<file path="config.mk">
export PLATFORM = sky130hd
export DESIGN_NAME = radix_page_table_walker
export DESIGN_NICKNAME = d
export VERILOG_FILES = /design/src/hdl/rptw_pkg.sv /design/src/hdl/radix_page_table_walker.sv /design/src/hdl/rptw_step.sv
export SDC_FILE = /design/constraint.sdc
export NUM_CORES = 1
export LEC_CHECK = 0
export BUFFER_PORTS_ARGS = -buffer_cell sky130_fd_sc_hd__buf_2
export CORE_MARGIN = 5
export CORE_UTILIZATION = 61
export CTS_BUF_LIST = sky130_fd_sc_hd__clkbuf_2 sky130_fd_sc_hd__clkbuf_4 sky130_fd_sc_hd__clkbuf_8
export CTS_CLUSTER_SIZE = 40
export DETAILED_ROUTE_END_ITERATION = 10
export PLACE_DENSITY_LB_ADDON = 0.15
export SLEW_MARGIN = 10
export SYNTH_ARGS = -nofsm -noshare
export SYNTH_HDL_FRONTEND = slang
export SYNTH_HIERARCHICAL = 1
export SYNTH_SLANG_ARGS = --single-unit
</file>
<file path="constraint.sdc">
create_clock -name clk_i -period 21.8 [get_ports clk_i]
set_input_delay 4.36 -clock clk_i [delete_from_list [all_inputs] [get_ports clk_i]]
set_output_delay 4.36 -clock clk_i [all_outputs]
set_load 0.05 [all_outputs]
</file>
<file path="src/hdl/rptw_pkg.sv">
`timescale 1ns / 1ps
// ----------------------------------------------------------------------------
// rptw_pkg
// Shared types, codes and level geometry helpers for the radix page table
// walker.
// ----------------------------------------------------------------------------
package rptw_pkg;

  localparam int unsigned AddrW  = 64;
  localparam int unsigned LevelW = 2;
  localparam int unsigned IdxW   = 13;

  // Configuration register indexes
  localparam logic CfgPageSize  = 1'b0;
  localparam logic CfgTableRoot = 1'b1;

  // Entry flag bits
  localparam int unsigned BitPresent = 63;
  localparam int unsigned BitHuge    = 62;
  localparam logic [AddrW-1:0] LinkFlags = 64'hc000_0000_0000_00ff;
  localparam logic [AddrW-1:0] PhysLimit = (64'd1 << 53) - 64'd1;

  // Level shifts
  localparam int unsigned Shift4k  = 12;
  localparam int unsigned Shift64k = 16;
  localparam int unsigned ShiftL1  = 21;
  localparam int unsigned ShiftL2  = 30;
  localparam int unsigned ShiftL3  = 39;

  localparam logic [LevelW-1:0] LevelRoot = 2'd3;
  localparam logic [LevelW-1:0] LevelLast = 2'd0;

  // Input commands
  typedef enum logic [1:0] {
    CMD_SET_CURSOR = 2'd0,
    CMD_START_WALK = 2'd1,
    CMD_READ_RESP  = 2'd2
  } cmd_e;

  // Result kinds
  typedef enum logic [1:0] {
    KIND_READ_REQ = 2'd0,
    KIND_XLATE    = 2'd1,
    KIND_FAULT    = 2'd2
  } kind_e;

  // Walk state
  typedef struct packed {
    logic [AddrW-1:0]  cursor;
    logic [LevelW-1:0] level;
    logic              walking;
  } walk_state_t;

  // One result item
  typedef struct packed {
    kind_e            kind;
    logic [AddrW-1:0] mem_address;
    logic             mem_physical;
    logic [AddrW-1:0] range_base;
    logic [AddrW-1:0] phys_base;
    logic             present;
  } result_t;

  // Low-bit mask covering the span of one entry at a level
  function automatic logic [AddrW-1:0] level_mask(input logic geo64k,
                                                  input logic [LevelW-1:0] lvl);
    logic [AddrW-1:0] m;
    case (lvl)
      2'd0: m = geo64k ? ((64'd1 << Shift64k) - 64'd1) : ((64'd1 << Shift4k) - 64'd1);
      2'd1: m = (64'd1 << ShiftL1) - 64'd1;
      2'd2: m = (64'd1 << ShiftL2) - 64'd1;
      2'd3: m = (64'd1 << ShiftL3) - 64'd1;
      default: m = '0;
    endcase
    return m;
  endfunction

  // Table index of the cursor at a level
  function automatic logic [IdxW-1:0] table_index(input logic [AddrW-1:0] va,
                                                  input logic geo64k,
                                                  input logic [LevelW-1:0] lvl);
    logic [IdxW-1:0] idx;
    case (lvl)
      2'd0: idx = geo64k ? {8'd0, va[20:16]} : {4'd0, va[20:12]};
      2'd1: idx = {4'd0, va[29:21]};
      2'd2: idx = {4'd0, va[38:30]};
      2'd3: idx = va[51:39];
      default: idx = '0;
    endcase
    return idx;
  endfunction

endpackage

</file>
<file path="src/hdl/radix_page_table_walker.sv">
`timescale 1ns / 1ps
// Result: a result is registered and appears on the master side in the
//   cycle after its request is accepted.
// Throughput: one request per cycle while the result port is not stalled; the
//   64-bit table address add and the cursor advance add lie on the combinational path.
// Reset: cursor, walk level, walk flag, configuration and output valid clear.
// ----------------------------------------------------------------------------
// radix_page_table_walker
// Four-level radix page table walker for 4K or 64K pages with a streaming
// request port, a streaming result port and a register write port.
// ----------------------------------------------------------------------------
module radix_page_table_walker (
  input  logic         clk_i,
  input  logic         rst_ni,
  // Configuration writes
  input  logic         cfg_we_i,
  input  logic         cfg_index_i,
  input  logic [63:0]  cfg_wdata_i,
  // Request stream
  input  logic         s_axis_tvalid,
  output logic         s_axis_tready,
  input  logic [135:0] s_axis_tdata,   // address[63:0], read_data[127:64],
                                       // read_fault[128], zero pad
  input  logic [1:0]   s_axis_tuser,   // command[1:0]
  // Result stream
  output logic         m_axis_tvalid,
  input  logic         m_axis_tready,
  output logic [199:0] m_axis_tdata,   // mem_address[63:0], mem_physical[64],
                                       // range_base[128:65], phys_base[192:129],
                                       // present[193], zero pad
  output logic [1:0]   m_axis_tuser    // kind[1:0]
);

  logic                       geo64k_q;
  logic [63:0]                table_root_q;
  rptw_pkg::walk_state_t      state_q, state_d;
  logic                       out_valid_q, out_valid_d;
  rptw_pkg::result_t          out_q;
  rptw_pkg::result_t          step_res;
  logic                       step_valid;
  logic                       accept;

  // Accept while the result register is empty or draining
  assign s_axis_tready = !out_valid_q || m_axis_tready;
  assign accept        = s_axis_tvalid && s_axis_tready;

  // Configuration registers
  always_ff @(posedge clk_i or negedge rst_ni) begin
    if (!rst_ni) begin
      geo64k_q     <= 1'b0;
      table_root_q <= '0;
    end else if (cfg_we_i) begin
      case (cfg_index_i)
        rptw_pkg::CfgPageSize:  geo64k_q     <= cfg_wdata_i[0];
        rptw_pkg::CfgTableRoot: table_root_q <= cfg_wdata_i;
        default: ;
      endcase
    end
  end

  rptw_step u_step (
    .state_i      (state_q),
    .command_i    (s_axis_tuser),
    .address_i    (s_axis_tdata[63:0]),
    .read_data_i  (s_axis_tdata[127:64]),
    .read_fault_i (s_axis_tdata[128]),
    .geo64k_i     (geo64k_q),
    .table_root_i (table_root_q),
    .state_o      (state_d),
    .res_valid_o  (step_valid),
    .result_o     (step_res)
  );

  // Hold or load the result register
  always_comb begin
    out_valid_d = out_valid_q && !m_axis_tready;
    if (accept && step_valid) begin
      out_valid_d = 1'b1;
    end
  end

  // Walk state and output valid
  always_ff @(posedge clk_i or negedge rst_ni) begin
    if (!rst_ni) begin
      state_q     <= '0;
      out_valid_q <= 1'b0;
    end else begin
      out_valid_q <= out_valid_d;
      if (accept) begin
        state_q <= state_d;
      end
    end
  end

  // Result payload
  always_ff @(posedge clk_i) begin
    if (accept && step_valid) begin
      out_q <= step_res;
    end
  end

  assign m_axis_tvalid = out_valid_q;
  assign m_axis_tuser  = out_q.kind;
  assign m_axis_tdata  = {6'd0, out_q.present, out_q.phys_base, out_q.range_base,
                          out_q.mem_physical, out_q.mem_address};

endmodule

</file>
<file path="src/hdl/rptw_step.sv">
`timescale 1ns / 1ps
// ----------------------------------------------------------------------------
// rptw_step
// One walk step: from the current walk state and an incoming request, forms
// the next state and the result item, if any.
// ----------------------------------------------------------------------------
module rptw_step (
  input  rptw_pkg::walk_state_t         state_i,
  input  logic [1:0]                    command_i,
  input  logic [rptw_pkg::AddrW-1:0]    address_i,
  input  logic [rptw_pkg::AddrW-1:0]    read_data_i,
  input  logic                          read_fault_i,
  input  logic                          geo64k_i,
  input  logic [rptw_pkg::AddrW-1:0]    table_root_i,
  output rptw_pkg::walk_state_t         state_o,
  output logic                          res_valid_o,
  output rptw_pkg::result_t             result_o
);

  logic [rptw_pkg::AddrW-1:0]  mask;
  logic [rptw_pkg::AddrW-1:0]  base;
  logic [rptw_pkg::IdxW-1:0]   idx;
  logic [rptw_pkg::LevelW-1:0] idx_level;
  logic [rptw_pkg::LevelW-1:0] down_level;
  logic                        pres;
  logic                        leaf;

  // Geometry of the entry in hand and of the next table
  assign down_level = state_i.level - 2'd1;
  assign mask       = rptw_pkg::level_mask(geo64k_i, state_i.level);
  assign pres       = read_data_i[rptw_pkg::BitPresent];
  assign leaf       = !pres || read_data_i[rptw_pkg::BitHuge] ||
                      (state_i.level == rptw_pkg::LevelLast);

  // Select the table base and level for a read request
  always_comb begin
    if (command_i == rptw_pkg::CMD_START_WALK) begin
      base      = table_root_i;
      idx_level = rptw_pkg::LevelRoot;
    end else begin
      base      = read_data_i & ~rptw_pkg::LinkFlags;
      idx_level = down_level;
    end
  end
  assign idx = rptw_pkg::table_index(state_i.cursor, geo64k_i, idx_level);

  // Decode the request and step the walk
  always_comb begin
    state_o     = state_i;
    res_valid_o = 1'b0;
    result_o    = '0;
    result_o.kind = rptw_pkg::KIND_READ_REQ;
    case (command_i)
      rptw_pkg::CMD_SET_CURSOR: begin
        state_o.cursor  = address_i;
        state_o.walking = 1'b0;
      end
      rptw_pkg::CMD_START_WALK: begin
        state_o.walking      = 1'b1;
        state_o.level        = rptw_pkg::LevelRoot;
        res_valid_o          = 1'b1;
        result_o.mem_address = base + {48'd0, idx, 3'd0};
        result_o.mem_physical = 1'b0;
      end
      rptw_pkg::CMD_READ_RESP: begin
        if (state_i.walking) begin
          res_valid_o = 1'b1;
          if (read_fault_i) begin
            state_o.walking = 1'b0;
            result_o.kind   = rptw_pkg::KIND_FAULT;
          end else if (leaf) begin
            result_o.kind       = rptw_pkg::KIND_XLATE;
            result_o.range_base = state_i.cursor & ~mask;
            result_o.phys_base  = pres ? (read_data_i & rptw_pkg::PhysLimit & ~mask) : '1;
            result_o.present    = pres;
            state_o.cursor      = (state_i.cursor | mask) + 64'd1;
            state_o.walking     = 1'b0;
          end else begin
            state_o.level         = down_level;
            result_o.mem_address  = base + {48'd0, idx, 3'd0};
            result_o.mem_physical = 1'b1;
          end
        end
      end
      default: begin
        // reserved command: drop
      end
    endcase
  end

endmodule
</file>
==> reports/qor.csv, run 1 <==
metric,value,unit
Core Region,28900,um2
maximum clock insertion buffer count,3,
Critical Setup Path Class,in2out,
post-CTS setup buffer count,0,
starting density of the core,62.2,%
global route overflow,0,
Reg area,8910,um2
DRT Pass-1 Iters,7,
CTS root buf,clkbuf_8,
Yosys warning count,6,
Max stage delay on crit path,0.26,ns
Place WS,12.62,ns
setup TNS,0,ns
Setup Viol. Count Final,0,
IO Port Bufs,378,
H-Tree Depth,2,
first-pass GRT wire length,81300,um
Initial DRC Count,1660,
die area,32900,um2
fmax,109,MHz
Crit-path slowest cell,buf_2,
Tcrit/Tclk final,42.1,%
PnR worst setup slack,12.61,ns
share of layout cells above drive strength 1,32.7,%
vias in the first global route,14400,
detail-routed net length per standard cell,22.0,um
largest net degree at the start of global routing,88,
"CTS clk-pin slew, worst paths",0.06,ns
final wirelength,53000,um
CTS tree,done,
initial antenna violation count,8,
Global Route Usage Sum,30.7,%
Final Critical Period,9.19,ns
footprint of the multi-input gates,8200,um2
CTS Hold Buffers Added,0,
# IOs,412,
DRC errors left,0,
final hold viol count,0,
Syn Area/Cell,10.8,um2
Critical Path Sink Type,output port,
crit-path cells,buf_2 -> nand2b_4 -> buf_2,
Hold EP,table_root_q[7],
cell depth of the worst flop-to-flop path,15,
Slew headroom,23.6,%
CTS buffer count,51,
FP Rows,62,
Nets,2209,
number of cells produced by synthesis,1659,
hold depth,1,
worst hold start,table_root_q[7],
WP buf/inv,2,
"antenna viol nets, final",0,
worst-margin pin slew,1.14,ns
r2r startpoint,state_q[1],
final setup skew,0.0232,ns
startpoint type of the worst setup path,primary input,
Crit Reg-Reg Endpoint,m_axis_tdata[63],
Min-Delay Path Class,reg2reg,
number of max-cap violations,0,
DPL Wire Length,37700,um
Die Y,181,um
crit-path max FO,4,
Fillers,2140,
largest delay contributor family on the critical path,buffers and inverters,
worst reg2reg setup slack,16.34,ns
max-slew violation count,0,
Arrival @ worst endpoint,4.83,ns
RSZ-0062 raised after global routing,false,
CP most frequent cell,buf_2,
Peak VDD IR,0.0000526,V
P&R area growth vs syn,16.9,%
post-cts resize count,0,
Mapped Area,17900,um2
DR vias,15200,
Final Wtd Congestion,0.927,
width of the die,181,um
P_leak,8.64,nW
PD cells,93.6,nW/um2
worst skew pair latency,0.59,ns
WP data required,17.44,ns
# clock sinks,317,
outcome,completed,
Vias/cell,6.33,
==> how the worst max path moves through the flow <==
stage / start / endpoint / slack, ns / depth (start not counted)
final: m_axis_tready / s_axis_tready / 12.61 / 3
after global routing: m_axis_tready / s_axis_tready / 12.58 / 3
after CTS: m_axis_tready / s_axis_tready / 12.61 / 3
after detailed placement: m_axis_tready / s_axis_tready / 12.62 / 3
after global placement: m_axis_tready / s_axis_tready / 12.61 / 3
after floorplan: s_axis_tuser[0] / m_axis_tdata[0] / 6.95 / 8
==> stage by stage <==
stage	cells	area (um2)	power [mW]	util [%]	hold WS (ns)
6_report	2408	21000	1.96	72.7	0.504
5_1_grt	2408	21000	2.06	72.7	0.517
4_1_cts	2405	21000	1.96	72.7	0.505
3_5_place_dp	2309	19800	1.38	68.6	0.488
3_3_place_gp	2309	19800	1.36	68.6	0.482
2_1_floorplan	1675	18000	1.22	-	0.471
==> state kept, by name, summed over array words and instances, names as in the netlist <==
name,count
state_q,55
table_root_q,64
m_axis_tuser,2
m_axis_tvalid,1
m_axis_tdata,194
geo64k_q,1
==> cell type report <==
| type | count | area share (%) |
|---|---|---|
| well taps | 384 | 2.29 |
| inverters | 43 | 0.769 |
| clock buffers | 76 | 4.51 |
| clock inverters | 20 | 1.09 |
| multi-input cells | 1167 | 39.1 |
| repair buffers | 398 | 9.75 |
| diodes | 3 | 0.0358 |
| flip-flops and latches | 317 | 42.5 |
==> placed cells by master, fill, tap and decap left out, types with 21 or more instances in the layout <==
cell type  instances
buf_4             21
o21ai_0           76
buf_2            377
nand2_1          130
nand2b_1          21
nand3_1           56
dfrtp_1          121
nand4_1           29
edfxtp_1         196
mux2i_1           40
a21o_1            22
xnor2_1           22
and2_1            30
inv_1             41
a22oi_1           28
mux2_2           108
nor2_1            77
mux2_4            30
a21oi_1           96
nor3_1            41
clkbuf_8          60
and3_1            51
==> report_power, final <==
part	switching [mW]	internal (mW)	total, mW
Combinational	0.339	0.225	0.564
Sequential	0.111	0.707	0.818
Clock	0.243	0.338	0.582
==> metal layers <==
metal | wire length, um | GRT usage (%) | share of wire (%)
met2 | 23300 | 46.4 | 44
met3 | 6080 | 8.30 | 11
met4 | 1930 | 11.0 | 3.6
met1 | 21600 | 43.2 | 41
met5 | 57 | 0 | 0.11
Note: power is estimated with default switching activity, not from simulation.
==> inputs of run 2 (changes only) <==
Settings changed: ABC_AREA set to 1, CORE_UTILIZATION 61 to 58.
Clock period 21.8 ns to 8.8 ns, I/O delays scaled along.
==> run 2 against run 1 <==
Against the previous run:
- routed wire length increased by 35%
- sequential share of layout area down 3.1 points
- final area increased by 7.8%
- worst hold slack got worse by 0.034 ns
- synthesized cell count up 58%
- setup slack got worse by 8.9 ns
- critical path type is now in2reg
- sequential power is 120% higher
- global-route usage up 6.2 points
- clock power rose to 2.6 times the previous value
- clock skew barely moved
- cell count rose by 43%
- critical endpoint is now m_axis_tdata[41]
==> reports/qor.csv, run 2 <==
metric,value,unit,change
Nets,3174,,+44%
# clock sinks,317,,unchanged
post-CTS setup buffer count,0,,unchanged
starting density of the core,58.5,%,-3.7 points
Syn Area/Cell,7.45,um2,-31%
Setup Viol. Count Final,0,,unchanged
maximum clock insertion buffer count,3,,unchanged
final wirelength,71600,um,+35%
combinational fraction of design power,24.9,%,-3.8 points
Die Y,194,um,+6.7%
cell depth of the worst flop-to-flop path,21,,+6
clock share of power,34.5,%,+4.9 points
footprint of the multi-input gates,8840,um2,+7.8%
Vias/cell,5.84,,-7.6%
PnR worst setup slack,3.70,ns,-8.91 ns
Arrival @ worst endpoint,5.45,ns,+0.62 ns
fmax,196,MHz,
Final Wtd Congestion,1.00,,+8.2%
outcome,completed,,
Crit Reg-Reg Endpoint,m_axis_tdata[41],,
Slew headroom,24.0,%,+0.44 points
Mapped Area,19600,um2,+9.1%
Min-Delay Path Class,reg2reg,,
worst skew pair latency,0.61,ns,+0.02 ns
global route overflow,0,,unchanged
hold depth,2,,+1
r2r startpoint,state_q[1],,
Pint,2.92,mW,+130%
final hold viol count,0,,unchanged
DRC errors left,0,,unchanged
most common library cell in the layout ignoring fill and taps,nand2_1,,
Global Route Usage Sum,36.9,%,+6.2 points
number of cells produced by synthesis,2626,,+58%
share of layout cells above drive strength 1,20.1,%,-13 points
die area,37500,um2,+14%
WP data required,9.15,ns,-8.29 ns
Final Critical Period,5.10,ns,
worst-margin pin slew,1.14,ns,-0.00843 ns
DRT Pass-1 Iters,6,,-1
initial antenna violation count,5,,-3
CTS root buf,clkbuf_8,,
sw power,1.56,mW,+120%
DPL Wire Length,54100,um,+43%
Fillers,2764,,+29%
P_leak,10.5,nW,+22%
setup TNS,0,ns,unchanged
startpoint type of the worst setup path,primary input,,
Peak VDD IR,0.000165,V,+210%
most frequent cells in the layout,"nand2_1 (868), buf_2 (377), nor2_1 (292)",,
IO Port Bufs,378,,unchanged
Place WS,3.29,ns,-9.33 ns
RSZ-0062 raised after global routing,false,,
max-slew violation count,0,,unchanged
# IOs,412,,unchanged
CTS buffer count,51,,unchanged
Yosys warning count,6,,unchanged
post-cts resize count,0,,unchanged
max reg flops,194,,unchanged
worst hold start,table_root_q[35],,
switching part of the total,34.7,%,-0.53 points
Core Region,33400,um2,+16%
vias in the first global route,18500,,+28%
PD cells,198,nW/um2,+110%
crit-path max FO,6,,+2
FP Rows,67,,+8.1%
largest net degree at the start of global routing,93,,+5.7%
Initial DRC Count,2707,,+63%
CTS tree,done,,
DR vias,20100,,+32%
CTS Hold Buffers Added,0,,unchanged
P&R area growth vs syn,15.6,%,
Reg area,8910,um2,unchanged
Hold EP,table_root_q[35],,
first-pass GRT wire length,109000,um,+34%
Tcrit/Tclk final,57.9,%,
Critical Setup Path Class,in2reg,,
"CTS clk-pin slew, worst paths",0.06,ns,about the same
Critical Path Sink Type,register,,
width of the die,194,um,+6.7%
worst reg2reg setup slack,4.43,ns,-11.91 ns
"antenna viol nets, final",0,,unchanged
H-Tree Depth,2,,unchanged
sequential power share,40.6,%,-1.1 points
final setup skew,0.0232,ns,+0.0000614 ns
detail-routed net length per standard cell,20.8,um,-5.2%
number of max-cap violations,0,,unchanged
run 2: changes by cell type in the layout (fill, tap and decap cells not counted), sizes merged, moves of 19 or more:
cell,before,now
a21o,22,2
and2,31,4
and3,51,0
inv,42,266
mux2,138,0
mux2i,40,0
nand2,133,891
nand2b,22,0
nand3,56,245
nor2,79,337
nor2b,19,0
o21ai,79,100
xnor2,22,3
run 2: layer usage:
layer  vias to the layer above  GRT usage (%)  share of wire [%]
li1                       9169              -                  -
met1                      9382           55.0                 41
met2                      1382           53.8                 42
met3                       130           9.75                 14
met4                         6           9.55                2.6
met5                         -              0              0.047
run 2: metrics by stage:
| stage | cell area, um2 | std cells | power [mW] | hold slack [ns] | util, % |
|---|---|---|---|---|---|
| detailed placement | 21400 | 3338 | 2.91 | 0.459 | 63.9 |
| global route | 22600 | 3435 | 4.68 | 0.486 | 67.6 |
| CTS | 22600 | 3434 | 4.45 | 0.475 | 67.6 |
| floorplan | 19600 | 2642 | 2.57 | 0.442 | - |
| finish | 22600 | 3435 | 4.48 | 0.470 | 67.6 |
| global placement | 21400 | 3338 | 2.89 | 0.453 | 63.9 |
run 2: cell type report:
cell class | instances | area share (%)
sequential | 317 | 39.4
multi-input combinational | 1910 | 39.1
timing repair buffer | 395 | 9.05
inverter | 268 | 4.46
clock buffer | 71 | 3.93
tap | 448 | 2.48
clock inverter | 25 | 1.59
antenna | 1 | 0.0111
run 2: power groups by stage:
stage | combinational [mW] | clock [mW] | sequential [mW]
global placement | 1.05 | 0 | 1.84
finish | 1.11 | 1.54 | 1.82
global route | 1.21 | 1.64 | 1.83
floorplan | 0.664 | 0 | 1.91
CTS | 1.08 | 1.56 | 1.82
detailed placement | 1.07 | 0 | 1.84
run 2: worst max path at each step:
stage / startpoint / to / slack (ns) / cells after the start
2_1_floorplan: s_axis_tuser[0] / m_axis_tdata[0] / 0.55 / 8
3_3_place_gp: s_axis_tuser[1] / m_axis_tdata[32] / 3.40 / 20
3_5_place_dp: s_axis_tuser[1] / m_axis_tdata[32] / 3.29 / 20
4_1_cts: s_axis_tuser[1] / m_axis_tdata[32] / 3.92 / 20
5_1_grt: s_axis_tuser[1] / m_axis_tdata[42] / 3.52 / 19
6_report: s_axis_tuser[1] / m_axis_tdata[41] / 3.70 / 23
run 2: critical path, stage by stage:
cell and delay (ns):
buf_2 0.11, inv_1 0.10, ha_4 0.21, nor2_1 0.27, inv_1 0.07, nor2_1 0.25
inv_1 0.19, nor2_1 0.13, o32ai_1 0.13, inv_1 0.09, ha_1 0.19, inv_1 0.07
fa_1 0.41, inv_1 0.12, nand3_1 0.08, nand3_1 0.19, nand2_1 0.08, nand2_1 0.13
nand2_1 0.09, nand2_1 0.14, nand4_1 0.28, o21ai_0 0.28, nor2_1 0.07
==> inputs of run 3 (changes only) <==
Settings changed: ABC_AREA 1 to 0, CORE_UTILIZATION 58 to 57.
Clock period 8.8 ns to 5 ns, I/O delays scaled along.
==> run 3 against run 2 <==
Against the previous run:
- cell count shrank 29%
- critical path type is now reg2reg
- sequential share of layout area grew 2.6 points
- setup slack lost 3.0 ns
- highest routed layer unchanged
- global-route usage shrank 6.3 points
==> reports/qor.csv, run 3 (synthesis results as in run 1) <==
metric,value,unit,change
maximum clock insertion buffer count,3,,unchanged
startpoint type of the worst setup path,register,,
detail-routed net length per standard cell,23.0,um,+10%
first-pass GRT wire length,86000,um,-21%
DPL Wire Length,40000,um,-26%
CTS root buf,clkbuf_8,,
post-CTS setup buffer count,0,,unchanged
worst skew pair latency,0.61,ns,about the same
Peak VDD IR,0.000233,V,+42%
DRC errors left,0,,unchanged
P_leak,8.73,nW,-17%
P&R area growth vs syn,18.2,%,
Placed Cells,2347,,-30%
share of layout cells above drive strength 1,33.6,%,+14 points
total power,8.50,mW,+90%
fmax,233,MHz,
footprint of the multi-input gates,8270,um2,-6.5%
H-Tree Depth,2,,unchanged
WP data required,5.40,ns,-3.75 ns
"antenna viol nets, final",0,,unchanged
Post-Route Utilization,67.7,%,+0.092 points
PnR worst setup slack,0.699,ns,-3.00 ns
max reg flops,194,,unchanged
worst-margin pin slew,1.09,ns,-0.0453 ns
post-cts resize count,0,,unchanged
PD cells,401,nW/um2,+100%
Nets,2229,,-30%
crit-path max FO,15,,+9
final setup skew,0.0292,ns,+0.00601 ns
Setup Viol. Count Final,0,,unchanged
# IOs,412,,unchanged
Slew headroom,26.3,%,+2.3 points
most common library cell in the layout ignoring fill and taps,buf_2,,
Die Y,187,um,-3.2%
Critical Setup Path Class,reg2reg,,
WHS,0.503,ns,+0.0335 ns
# clock sinks,317,,unchanged
outcome,completed,,
Fillers,2508,,-9.3%
CTS Hold Buffers Added,0,,unchanged
max-slew violation count,0,,unchanged
vias in the first global route,14800,,-20%
Initial DRC Count,1593,,-41%
DR vias,15300,,-24%
CTS buffer count,51,,unchanged
IO Port Bufs,378,,unchanged
Arrival @ worst endpoint,4.70,ns,-0.75 ns
width of the die,187,um,-3.2%
Place WS,0.338,ns,-2.95 ns
DRT Pass-1 Iters,6,,unchanged
die area,35100,um2,-6.4%
FP Rows,65,,-3.0%
Global Route Usage Sum,30.6,%,-6.3 points
Reg area,8910,um2,unchanged
fin cells,2448,,-29%
CTS tree,done,,
initial antenna violation count,6,,+1
Core Region,31300,um2,-6.4%
global route overflow,0,,unchanged
most frequent cells in the layout,"buf_2 (377), edfxtp_1 (196), nand2_1 (130)",,
RSZ-0062 raised after global routing,false,,
Critical Path Sink Type,register,,
final wirelength,56200,um,-21%
Final Critical Period,4.30,ns,
Vias/cell,6.26,,+7.2%
"CTS clk-pin slew, worst paths",0.06,ns,about the same
final hold viol count,0,,unchanged
largest net degree at the start of global routing,92,,-1.1%
starting density of the core,57.3,%,-1.2 points
Final Wtd Congestion,0.949,,-5.4%
Tcrit/Tclk final,86.0,%,
number of max-cap violations,0,,unchanged
Min-Delay Path Class,reg2reg,,
run 3: cell count changes in the layout (fill, tap and decap cells not counted), sizes merged, moves of 40 or more:
cell   before  now
mux2        0  138
and3        0   51
inv       266   42
nor2      337   79
nand3     245   56
nand2     891  133
mux2i       0   40
run 3: path summary, 6_finish.rpt:
check                                startpoint                to  slack [ns]  depth (start not counted)
worst max-delay path                 state_q[1]  m_axis_tdata[30]        0.70                         13
worst min register to register  table_root_q[1]   table_root_q[1]        0.50                          1
worst min-delay path            table_root_q[1]   table_root_q[1]        0.50                          1
worst max register to register       state_q[1]  m_axis_tdata[30]        0.70                         13
max in group asynchronous                rst_ni       state_q[51]        3.40                          2
min in group asynchronous                rst_ni  table_root_q[30]        0.51                          1
run 3: worst max-delay path, stage by stage, from the launching register on:
cell	delay, ns
dfrtp_1	0.38
inv_1	0.15
ha_1	0.38
buf_4	0.25
nor3_1	0.41
a222oi_1	0.15
o21ai_0	0.20
ha_1	0.38
o21ai_0	0.18
nor2_1	0.10
o31ai_1	0.58
a21o_1	0.51
nor3_1	0.12
nor3_1	0.31
run 3: layout make-up:
type | instances | area share, %
antenna | 5 | 0.0590
clock buffer | 74 | 4.24
clock inverter | 22 | 0.873
inverter | 43 | 0.820
multi-input combinational | 1167 | 39.0
sequential | 317 | 42.0
tap | 402 | 2.37
timing repair buffer | 418 | 10.6
run 3: metal layers:
layer  track usage (%)  up-vias  wire [um]
li1                  -     6873          -
met1              44.5     7470      24000
met2              46.1      868      24800
met3              6.61      115       5710
met4              10.1        2       1680
met5                 0        -          7
run 3: where the power goes:
| group | switching, mW | internal (mW) | total [mW] | leakage [nW] |
|---|---|---|---|---|
| Sequential | 0.477 | 3.08 | 3.56 | 3.22 |
| Clock | 1.08 | 1.28 | 2.36 | 0.575 |
| Combinational | 1.55 | 1.03 | 2.59 | 4.94 |
| Total | 3.11 | 5.39 | 8.50 | 8.73 |
run 3: stage by stage:
stage          setup TNS (ns)  area (um2)
2_1_floorplan           -2.25       18200
3_3_place_gp                0       20100
3_5_place_dp                0       20100
4_1_cts                     0       21200
5_1_grt                     0       21200
6_report                    0       21200
